$ cat config.mk
export PLATFORM = sky130hd
export DESIGN_NAME = lfu_cache_policy_top_flat
export DESIGN_NICKNAME = d
export VERILOG_FILES = /design/src/hdl/lfucp_pkg.sv /design/src/hdl/lfucp_if.sv /design/src/hdl/lfu_cache_policy_top.sv /design/src/hdl/lfucp_entries.sv /design/src/flat_wrapper.sv
export SDC_FILE = /design/constraint.sdc
export NUM_CORES = 2
export LEC_CHECK = 0
export BUFFER_PORTS_ARGS = -buffer_cell sky130_fd_sc_hd__buf_2
export CAP_MARGIN = 20
export CORE_ASPECT_RATIO = 1.4
export CORE_MARGIN = 2
export CORE_UTILIZATION = 70
export CTS_BUF_LIST = sky130_fd_sc_hd__clkbuf_8
export DETAILED_ROUTE_END_ITERATION = 10
export PLACE_DENSITY = 0.86
export SKIP_LAST_GASP = 1
export SLEW_MARGIN = 30
export SYNTH_ARGS = -nofsm -noshare
export SYNTH_HDL_FRONTEND = slang
export SYNTH_SLANG_ARGS = --single-unit
$ cat constraint.sdc
create_clock -name clk_i -period 10 [get_ports clk_i]
set_clock_uncertainty 0.15 [all_clocks]
set_input_delay 2 -clock clk_i [delete_from_list [all_inputs] [get_ports clk_i]]
set_output_delay 2 -clock clk_i [all_outputs]
set_load 0.05 [all_outputs]
$ cat src/hdl/lfucp_pkg.sv
// shared constants, types and entry-store commands for the lfu cache policy block
`timescale 1ns / 1ps

package lfucp_pkg;

  // sizes
  localparam int ENTRIES    = 16;
  localparam int COUNT_BITS = 16;
  localparam int IDX_W      = (ENTRIES > 1) ? $clog2(ENTRIES) : 1;
  localparam int RANK_W     = IDX_W;
  localparam int FILL_W     = $clog2(ENTRIES + 1);
  localparam int CAP_W      = 5;
  localparam int CMP_W      = (FILL_W > CAP_W) ? FILL_W : CAP_W;
  localparam int KEY_W      = 32;
  localparam int DATA_W     = 32;

  localparam logic [CAP_W-1:0] CAP_RESET = 5'd16;

  typedef logic [IDX_W-1:0]      idx_t;
  typedef logic [RANK_W-1:0]     rank_t;
  typedef logic [FILL_W-1:0]     fill_t;
  typedef logic [COUNT_BITS-1:0] count_t;
  typedef logic [CAP_W-1:0]      cap_t;
  typedef logic [CMP_W-1:0]      cmp_t;

  // update applied to the entry store at the addressed slot
  typedef enum logic [1:0] {
    ENT_NOP,
    ENT_BUMP,
    ENT_REPLACE,
    ENT_INSERT
  } ent_op_e;

  typedef struct packed {
    ent_op_e                  op;
    logic                     wr_value;
    logic signed [KEY_W-1:0]  key;
    logic signed [DATA_W-1:0] value;
  } ent_cmd_t;

  typedef struct packed {
    logic                     valid;
    logic signed [KEY_W-1:0]  key;
    logic signed [DATA_W-1:0] value;
    count_t                   count;
    rank_t                    rank;
  } ent_rd_t;

endpackage

$ cat src/hdl/lfucp_if.sv
// request and response channel interfaces of the lfu cache policy block
`timescale 1ns / 1ps

interface lfucp_req_if;
  logic                                   valid;
  logic                                   ready;
  logic                                   mode;
  logic signed [lfucp_pkg::KEY_W-1:0]     key;
  logic signed [lfucp_pkg::DATA_W-1:0]    value;

  modport source (output valid, output mode, output key, output value, input ready);
  modport sink   (input valid, input mode, input key, input value, output ready);
endinterface

interface lfucp_rsp_if;
  logic                                   valid;
  logic                                   ready;
  logic                                   hit;
  logic signed [lfucp_pkg::DATA_W-1:0]    read_value;

  modport source (output valid, output hit, output read_value, input ready);
  modport sink   (input valid, input hit, input read_value, output ready);
endinterface

$ cat src/hdl/lfu_cache_policy_top.sv
// top level of the lfu cache policy block: sequencer, shared scan compare and channels
`timescale 1ns / 1ps
//
// Key-value store of ENTRIES slots with least-frequently-used replacement and
// least-recently-used tie break.
// req_i carries one get (mode 0) or put (mode 1) beat with key and value;
// rsp_o returns exactly one beat per request with hit and read_value.
// A beat is taken when valid and ready are both high.
// cfg_we_i/cfg_wdata_i write cache_capacity; write it only while idle.
// Each request walks all ENTRIES slots through one key and one count/rank
// comparator, one slot per cycle, then updates the chosen slot in an apply
// state. No new request is taken while one is scanned or applied; ready
// returns once the apply state hands its result to the output register.
// A finished response waits in an output register; the next request is taken
// and scanned meanwhile, and its update waits until that register is free.
// Reset clears valid bits, the fill count and sets the capacity to 16.
//
module lfu_cache_policy_top (
  input  logic                  clk_i,
  input  logic                  rst_ni,
  lfucp_req_if.sink             req_i,
  lfucp_rsp_if.source           rsp_o,
  input  logic                  cfg_we_i,
  input  logic [lfucp_pkg::CAP_W-1:0] cfg_wdata_i
);
  import lfucp_pkg::*;

  typedef enum logic [1:0] {
    ST_IDLE,
    ST_SCAN,
    ST_APPLY
  } state_e;

  state_e                   state_q;
  idx_t                     idx_q;
  logic                     mode_q;
  logic signed [KEY_W-1:0]  key_q;
  logic signed [DATA_W-1:0] value_q;
  logic                     mfound_q;
  idx_t                     mslot_q;
  logic                     vfound_q;
  idx_t                     vslot_q;
  count_t                   vcount_q;
  rank_t                    vrank_q;
  logic                     ffound_q;
  idx_t                     fslot_q;
  logic                     rsp_vld_q;
  logic                     hit_q;
  logic signed [DATA_W-1:0] rdval_q;
  cap_t                     cap_q;

  ent_rd_t  rd;
  ent_cmd_t cmd;
  fill_t    filled;

  logic     m_hit;
  logic     v_take;
  logic     f_take;
  logic     scan_last;
  logic     cap_zero;
  logic     is_full;
  cmp_t     cap_ext;
  cmp_t     cap_eff;
  idx_t     pick_slot;
  logic     apply_go;
  logic     res_hit;
  logic signed [DATA_W-1:0] res_val;

  lfucp_entries u_entries (
    .clk_i    (clk_i),
    .rst_ni   (rst_ni),
    .idx_i    (idx_q),
    .cmd_i    (cmd),
    .rd_o     (rd),
    .filled_o (filled)
  );

  // capacity register
  always_ff @(posedge clk_i or negedge rst_ni) begin
    if (!rst_ni) begin
      cap_q <= CAP_RESET;
    end else if (cfg_we_i) begin
      cap_q <= cfg_wdata_i;
    end
  end

  // effective capacity and fill check
  assign cap_ext  = CMP_W'(cap_q);
  assign cap_eff  = (cap_ext > CMP_W'(ENTRIES)) ? CMP_W'(ENTRIES) : cap_ext;
  assign cap_zero = (cap_q == '0);
  assign is_full  = (CMP_W'(filled) >= cap_eff);

  // shared compare unit: key match, victim order and first free slot
  assign m_hit  = rd.valid && (rd.key == key_q) && !mfound_q;
  assign v_take = rd.valid && (!vfound_q || (rd.count < vcount_q) ||
                  ((rd.count == vcount_q) && (rd.rank > vrank_q)));
  assign f_take = !rd.valid && !ffound_q;
  assign scan_last = (idx_q == IDX_W'(ENTRIES - 1));

  // slot the update phase works on, including the last scanned slot
  always_comb begin
    if (m_hit || mfound_q) begin
      pick_slot = m_hit ? idx_q : mslot_q;
    end else if (is_full) begin
      pick_slot = v_take ? idx_q : vslot_q;
    end else begin
      pick_slot = f_take ? idx_q : fslot_q;
    end
  end

  // update command and result for the item in hand
  assign apply_go = (state_q == ST_APPLY) && (!rsp_vld_q || rsp_o.ready);

  always_comb begin
    cmd.op       = ENT_NOP;
    cmd.wr_value = 1'b0;
    cmd.key      = key_q;
    cmd.value    = value_q;
    res_hit      = 1'b0;
    res_val      = '0;
    if (apply_go) begin
      if (!mode_q) begin
        if (mfound_q) begin
          cmd.op  = ENT_BUMP;
          res_hit = 1'b1;
          res_val = rd.value;
        end
      end else if (!cap_zero) begin
        if (mfound_q) begin
          cmd.op       = ENT_BUMP;
          cmd.wr_value = 1'b1;
          res_hit      = 1'b1;
        end else if (is_full) begin
          if (vfound_q) begin
            cmd.op = ENT_REPLACE;
          end
        end else if (ffound_q) begin
          cmd.op = ENT_INSERT;
        end
      end
    end
  end

  // sequencer with registered response
  always_ff @(posedge clk_i or negedge rst_ni) begin
    if (!rst_ni) begin
      state_q   <= ST_IDLE;
      idx_q     <= '0;
      mode_q    <= 1'b0;
      key_q     <= '0;
      value_q   <= '0;
      mfound_q  <= 1'b0;
      mslot_q   <= '0;
      vfound_q  <= 1'b0;
      vslot_q   <= '0;
      vcount_q  <= '0;
      vrank_q   <= '0;
      ffound_q  <= 1'b0;
      fslot_q   <= '0;
      rsp_vld_q <= 1'b0;
      hit_q     <= 1'b0;
      rdval_q   <= '0;
    end else begin
      // drained beat, unless a new result replaces it in the same cycle
      if (rsp_vld_q && rsp_o.ready && !apply_go) begin
        rsp_vld_q <= 1'b0;
      end
      case (state_q)
        ST_IDLE: begin
          if (req_i.valid) begin
            mode_q   <= req_i.mode;
            key_q    <= req_i.key;
            value_q  <= req_i.value;
            idx_q    <= '0;
            mfound_q <= 1'b0;
            vfound_q <= 1'b0;
            ffound_q <= 1'b0;
            state_q  <= ST_SCAN;
          end
        end
        ST_SCAN: begin
          if (m_hit) begin
            mfound_q <= 1'b1;
            mslot_q  <= idx_q;
          end
          if (v_take) begin
            vfound_q <= 1'b1;
            vslot_q  <= idx_q;
            vcount_q <= rd.count;
            vrank_q  <= rd.rank;
          end
          if (f_take) begin
            ffound_q <= 1'b1;
            fslot_q  <= idx_q;
          end
          if (scan_last) begin
            idx_q   <= pick_slot;
            state_q <= ST_APPLY;
          end else begin
            idx_q <= idx_q + idx_t'(1);
          end
        end
        ST_APPLY: begin
          if (apply_go) begin
            rsp_vld_q <= 1'b1;
            hit_q     <= res_hit;
            rdval_q   <= res_val;
            state_q   <= ST_IDLE;
          end
        end
        default: begin
          state_q <= ST_IDLE;
        end
      endcase
    end
  end

  // channel outputs
  assign req_i.ready      = (state_q == ST_IDLE);
  assign rsp_o.valid      = rsp_vld_q;
  assign rsp_o.hit        = hit_q;
  assign rsp_o.read_value = rdval_q;

endmodule

$ cat src/hdl/lfucp_entries.sv
// entry store: valid bits, keys, values, use counts and recency rank lanes
`timescale 1ns / 1ps

module lfucp_entries (
  input  logic                clk_i,
  input  logic                rst_ni,
  input  lfucp_pkg::idx_t     idx_i,
  input  lfucp_pkg::ent_cmd_t cmd_i,
  output lfucp_pkg::ent_rd_t  rd_o,
  output lfucp_pkg::fill_t    filled_o
);
  import lfucp_pkg::*;

  logic                     valid_q [ENTRIES];
  logic                     valid_d [ENTRIES];
  logic signed [KEY_W-1:0]  key_q   [ENTRIES];
  logic signed [DATA_W-1:0] value_q [ENTRIES];
  count_t                   count_q [ENTRIES];
  rank_t                    rank_q  [ENTRIES];
  rank_t                    rank_d  [ENTRIES];
  fill_t                    filled_q;
  fill_t                    filled_d;
  rank_t                    old_rank;
  count_t                   count_inc;

  // single read port at the sequencer address
  assign rd_o.valid = valid_q[idx_i];
  assign rd_o.key   = key_q[idx_i];
  assign rd_o.value = value_q[idx_i];
  assign rd_o.count = count_q[idx_i];
  assign rd_o.rank  = rank_q[idx_i];
  assign filled_o   = filled_q;

  assign old_rank  = rank_q[idx_i];
  assign count_inc = (count_q[idx_i] == '1) ? count_q[idx_i] : count_q[idx_i] + count_t'(1);

  // recency lanes: bump/replace compare to the touched slot; insert ages the rest
  always_comb begin
    for (int i = 0; i < ENTRIES; i++) begin
      rank_d[i]  = rank_q[i];
      valid_d[i] = valid_q[i];
      case (cmd_i.op)
        ENT_BUMP, ENT_REPLACE: begin
          if (idx_i == IDX_W'(i)) begin
            rank_d[i] = '0;
          end else if (valid_q[i] && (rank_q[i] < old_rank)) begin
            rank_d[i] = rank_q[i] + rank_t'(1);
          end
        end
        ENT_INSERT: begin
          if (idx_i == IDX_W'(i)) begin
            rank_d[i]  = '0;
            valid_d[i] = 1'b1;
          end else if (valid_q[i]) begin
            rank_d[i] = rank_q[i] + rank_t'(1);
          end
        end
        default: begin
        end
      endcase
    end
  end

  // fill count follows inserts
  always_comb begin
    filled_d = filled_q;
    if (cmd_i.op == ENT_INSERT) begin
      filled_d = filled_q + fill_t'(1);
    end
  end

  // control state
  always_ff @(posedge clk_i or negedge rst_ni) begin
    if (!rst_ni) begin
      filled_q <= '0;
      for (int i = 0; i < ENTRIES; i++) begin
        valid_q[i] <= 1'b0;
      end
    end else begin
      filled_q <= filled_d;
      for (int i = 0; i < ENTRIES; i++) begin
        valid_q[i] <= valid_d[i];
      end
    end
  end

  // entry payload, written only at the addressed slot; rank lanes update in every slot
  always_ff @(posedge clk_i) begin
    for (int i = 0; i < ENTRIES; i++) begin
      rank_q[i] <= rank_d[i];
    end
    case (cmd_i.op)
      ENT_BUMP: begin
        count_q[idx_i] <= count_inc;
        if (cmd_i.wr_value) begin
          value_q[idx_i] <= cmd_i.value;
        end
      end
      ENT_REPLACE, ENT_INSERT: begin
        key_q[idx_i]   <= cmd_i.key;
        value_q[idx_i] <= cmd_i.value;
        count_q[idx_i] <= count_t'(1);
      end
      default: begin
      end
    endcase
  end

endmodule

$ cat src/flat_wrapper.sv
// flat-port wrapper written by rule: the top's interface ports become plain ports
module lfu_cache_policy_top_flat import lfucp_pkg::*;
  (clk_i, rst_ni, cfg_we_i, cfg_wdata_i, req_i_valid, req_i_mode, req_i_key, req_i_value, req_i_ready, rsp_o_valid, rsp_o_hit, rsp_o_read_value, rsp_o_ready);
  lfucp_req_if req_i_i ();
  lfucp_rsp_if rsp_o_i ();
  input  logic clk_i;
  input  logic rst_ni;
  input  logic cfg_we_i;
  input  logic [lfucp_pkg::CAP_W-1:0] cfg_wdata_i;
  input wire logic [$bits(req_i_i.valid)-1:0] req_i_valid;
  input wire logic [$bits(req_i_i.mode)-1:0] req_i_mode;
  input wire logic [$bits(req_i_i.key)-1:0] req_i_key;
  input wire logic [$bits(req_i_i.value)-1:0] req_i_value;
  output wire logic [$bits(req_i_i.ready)-1:0] req_i_ready;
  output wire logic [$bits(rsp_o_i.valid)-1:0] rsp_o_valid;
  output wire logic [$bits(rsp_o_i.hit)-1:0] rsp_o_hit;
  output wire logic [$bits(rsp_o_i.read_value)-1:0] rsp_o_read_value;
  input wire logic [$bits(rsp_o_i.ready)-1:0] rsp_o_ready;
  assign req_i_i.valid = req_i_valid;
  assign req_i_i.mode = req_i_mode;
  assign req_i_i.key = req_i_key;
  assign req_i_i.value = req_i_value;
  assign req_i_ready = req_i_i.ready;
  assign rsp_o_valid = rsp_o_i.valid;
  assign rsp_o_hit = rsp_o_i.hit;
  assign rsp_o_read_value = rsp_o_i.read_value;
  assign rsp_o_i.ready = rsp_o_ready;
  lfu_cache_policy_top u_core (.clk_i(clk_i), .rst_ni(rst_ni), .req_i(req_i_i), .rsp_o(rsp_o_i), .cfg_we_i(cfg_we_i), .cfg_wdata_i(cfg_wdata_i));
endmodule
==> summary.md <==
| Metric | Value |
|---|---|
| Final Wtd Congestion | ~0.9 |
| Die area | around 91000 um2 |
| Fmax achieved | around 170 MHz |
| Critical Path, Cell by Cell | buf_12, buf_16, buf_4, mux2i_1, a22oi_1, and2_1, a221o_1, a211o_1, or4b_1, or4_4, nor4_4, nand2_4, mux2_4 |
| CTS H-Tree Depth | 4 |
| Lkg Pwr | 24.0 nW |
| Post_cts resized | 0 |
| Largest cells by area after synthesis | edfxtp_1 (65%), mux4_2 (13%), dfrtp_1 (6.7%) |
| Main combinational cell family by area after synthesis | multiplexers |
| Tmin final | around 6.0 ns |
| Sum Neg Setup Slack | 0 ns |
| Switching part of the total | between 30% and 40% |
| WL per Instance | 32.9 um |
| Switching power total | roughly 6.8 mW |
| Yosys reg bits | ~1500 |
| Power share of the clock group | a little under a quarter |
| Layout Nets | about 3800 |
| DP Cell Count | approximately 4600 |
| Pin count of the biggest net entering global routing | 110 |
| Commonest cells post-synth | edfxtp_1 (1344), mux4_2 (349), nand2_1 (294) |
| Vias in the first global route | 36200 |
| Synth Warn # | 0 |
| Max-cap violations | 0 |
| DRT Pass-1 Iters | 8 |
| I/O Pins | between 100 and 150 |
| Synth Area in Compound Gates | 3.84% |
| RSZ-0062 raised after global routing | no |
| Routed vias/inst | ~7.1 |
| Worst slew pin tran | between 0.9 and 1 ns |
| Status | complete, no violations |
| M1 wire length | 53000 um |
| Row cnt | approximately 130 |
| GRT overflow | 0 |
| DPL Wire Length | about 96000 um |
| Adder-cell share of the synthesized area | roughly 2.0% |
| Clk_lat worst skew | 0.95 ns |
| Slew Viols, Final | 0 |
| Die Span Y | roughly 360 um |
| Worst setup SP type | register |
| Initial DRC Count | ~5300 |
| Max VDD drop | between 0.2 and 0.25 mV |
| Power per cell area | between 200 and 300 nW/um2 |
| Flop pwr share | 45.7% |
| Post-route antenna net violation count | 0 |
| GR Util All Layers | about a third |
| Worst relative slew slack | about a third |
| Post-synthesis mux area share | between 10% and 20% |
| CTS root buf | clkbuf_8 |
| Slowest cell delay on critical path | between 0.9 and 1 ns |
| Post-Route WL | 163000 um |
| Synth top area share | approximately two thirds |
| Asr flop ratio synth | between 10% and 20% |
| Register area share after synthesis | a little under three quarters |
| WS Path Type | reg2reg |
| Hold Slack | 0.334 ns |
| Max layer used | met4 |
| Slowest cell on the critical path | dfrtp_4 |
| Synth area leader | edfxtp_1 |
| Clk buf depth | 3 |
| Clock Pin Slew Worst Setup and Hold Paths | 0.07 ns |
| Fin cells | around 5000 |
| PortBufs | about 110 |
| Combinational Power Share | between 30% and 40% |
| Count leader, synth | edfxtp_1 |
| Layout cells sized above 1 | between 20% and 30% |
| Synth cell types | between 70 and 80 |
| Vias post-DR | around 35000 |
| Final Setup Violations | 0 |
| Crit-path max FO | 83 |
| Post-Syn Instances | 3368 |
| Arrival time worst endpoint | 6.70 ns |
| Syn nets | between 3000 and 4000 |
| Pint | 12.6 mW |
| DRC viols | 0 |
| First-pass GRT wire length | 232000 um |
| Die width | roughly 260 um |
| Setup bufs post-CTS | 0 |
| EDFF count, synth | between 1000 and 1500 |
| CTS tree | done |
| Post-synthesis simple-gate area fraction | under 10% |
| Mapped Area | approximately 62000 um2 |
| Hold Crit Class | reg2reg |
| Post-synth top flop | edfxtp_1 |
| Syn Area/Cell | ~18 um2 |
| Crit. End Element | register |
| Post-cts hold buffer count | 0 |
| CORE AREA | 88000 um2 |
| Starting Density | approximately 70% |
| Initial antenna violation count | 1 |
| Final number of hold-violating endpoints | 0 |
| Inserted Clock Buffers | around 210 |
| Layout area overhead | 11.2% |
| Metal2 WL | about 82000 um |
| DR WL met3 | just under 20000 um |
| WP data required | ~11 ns |
| Final Cycle Share | approximately three fifths |
| XOR/XNOR Fraction of Synth Area | around 1.1% |
| Sink Count | about 1500 |
-- final timing paths --
path	start	cells after the start	slack (ns)	endpoint
worst max register to register	u_core.idx_q[0]	13	3.95	u_core.mslot_q[3]
min in group asynchronous	rst_ni	1	0.92	u_core.u_entries.filled_o[3]
worst min register to register	u_core.vcount_q[3]	2	0.33	u_core.vcount_q[3]
worst min-delay path	u_core.vcount_q[3]	2	0.33	u_core.vcount_q[3]
worst max-delay path	u_core.idx_q[0]	13	3.95	u_core.mslot_q[3]
max in group asynchronous	rst_ni	2	7.49	u_core.key_q[9]
-- critical path: cells and delay by family (launching register included) --
family	cells	cell delay [ns]
muxes	2	0.62
and+or+nand+nor	5	1.93
DFF	1	0.97
AOI/OAI and AO/OA	3	0.68
buffers and inverters	3	1.48
-- registers in the layout, summed over array words and instances, names as in the netlist, 2 cells and up --
| name | count |
|---|---|
| u_core.mslot_q | 4 |
| u_core.u_entries.filled_o | 5 |
| u_core.idx_q | 4 |
| u_core.vcount_q | 16 |
| u_core.u_entries.valid_q | 16 |
| u_core.key_q | 32 |
| u_core.state_q | 2 |
| u_core.value_q | 32 |
| u_core.vrank_q | 4 |
| u_core.u_entries.value_q | 512 |
| u_core.u_entries.count_q | 256 |
| u_core.fslot_q | 4 |
| u_core.cap_ext | 5 |
| u_core.rsp_o.read_value | 32 |
| u_core.vslot_q | 4 |
| u_core.u_entries.key_q | 512 |
| u_core.u_entries.rank_q | 64 |
-- through the flow --
step	utilization (%)	power (mW)	area, um2	setup slack (ns)
2_1_floorplan	-	12.6	61900	4.32
3_3_place_gp	72.5	14.1	63800	4.06
3_5_place_dp	73.1	14.5	64300	3.92
4_1_cts	77.7	19.1	68400	3.90
5_1_grt	78.3	20.0	68900	3.64
6_report	78.3	19.4	68900	3.95
-- layout by cell type (no fill, tap or decap), types with 24 or more instances in the layout --
master	count
ha_1	100
xor2_1	39
nor2_1	58
o21a_1	28
mux2i_1	103
mux4_2	349
nor2_4	42
nand3_1	28
clkinv_1	34
mux2_2	24
buf_2	108
o21ai_0	126
nand2_1	293
dfrtp_1	161
clkinv_2	31
xnor2_1	41
a21oi_1	69
buf_4	40
buf_16	33
a22oi_1	24
inv_1	156
edfxtp_1	1344
clkbuf_8	237
-- kinds of logic (layout without fill, tap and decap cells) --
kind of cell,count (synthesis),count (layout)
XOR/XNOR,80,80
AO/OA/AOI/OAI,378,378
multiplexers,484,484
adder cells (fa/ha/maj),101,101
other,0,2
buffers and inverters,250,665
flip-flops,1510,1510
AND/OR/NAND/NOR,565,565
-- power by group through the flow --
stage	combinational, mW	sequential [mW]	clock, mW
4_1_cts	5.67	8.82	4.63
3_5_place_dp	5.59	8.95	0
3_3_place_gp	5.27	8.84	0
6_report	5.89	8.87	4.67
5_1_grt	6.22	8.91	4.91
2_1_floorplan	4.09	8.50	0
-- final cells by class --
cell class | count | area [um2]
clock inverters | 155 | 821
clock buffers | 236 | 3250
flip-flops and latches | 1510 | 44500
diodes | 2 | 5.00
inverters | 84 | 315
multi-input cells | 1608 | 16600
repair buffers | 190 | 1890
well taps | 1179 | 1480
fillers | 4105 | 19100
-- routing by layer --
metal  GRT usage, %  up-vias
li1               -    13900
met1           45.4    17800
met2           57.2     3140
met3           7.82      605
met4           17.0        0
met5              0        -
Power figures use the tool's default switching activity.
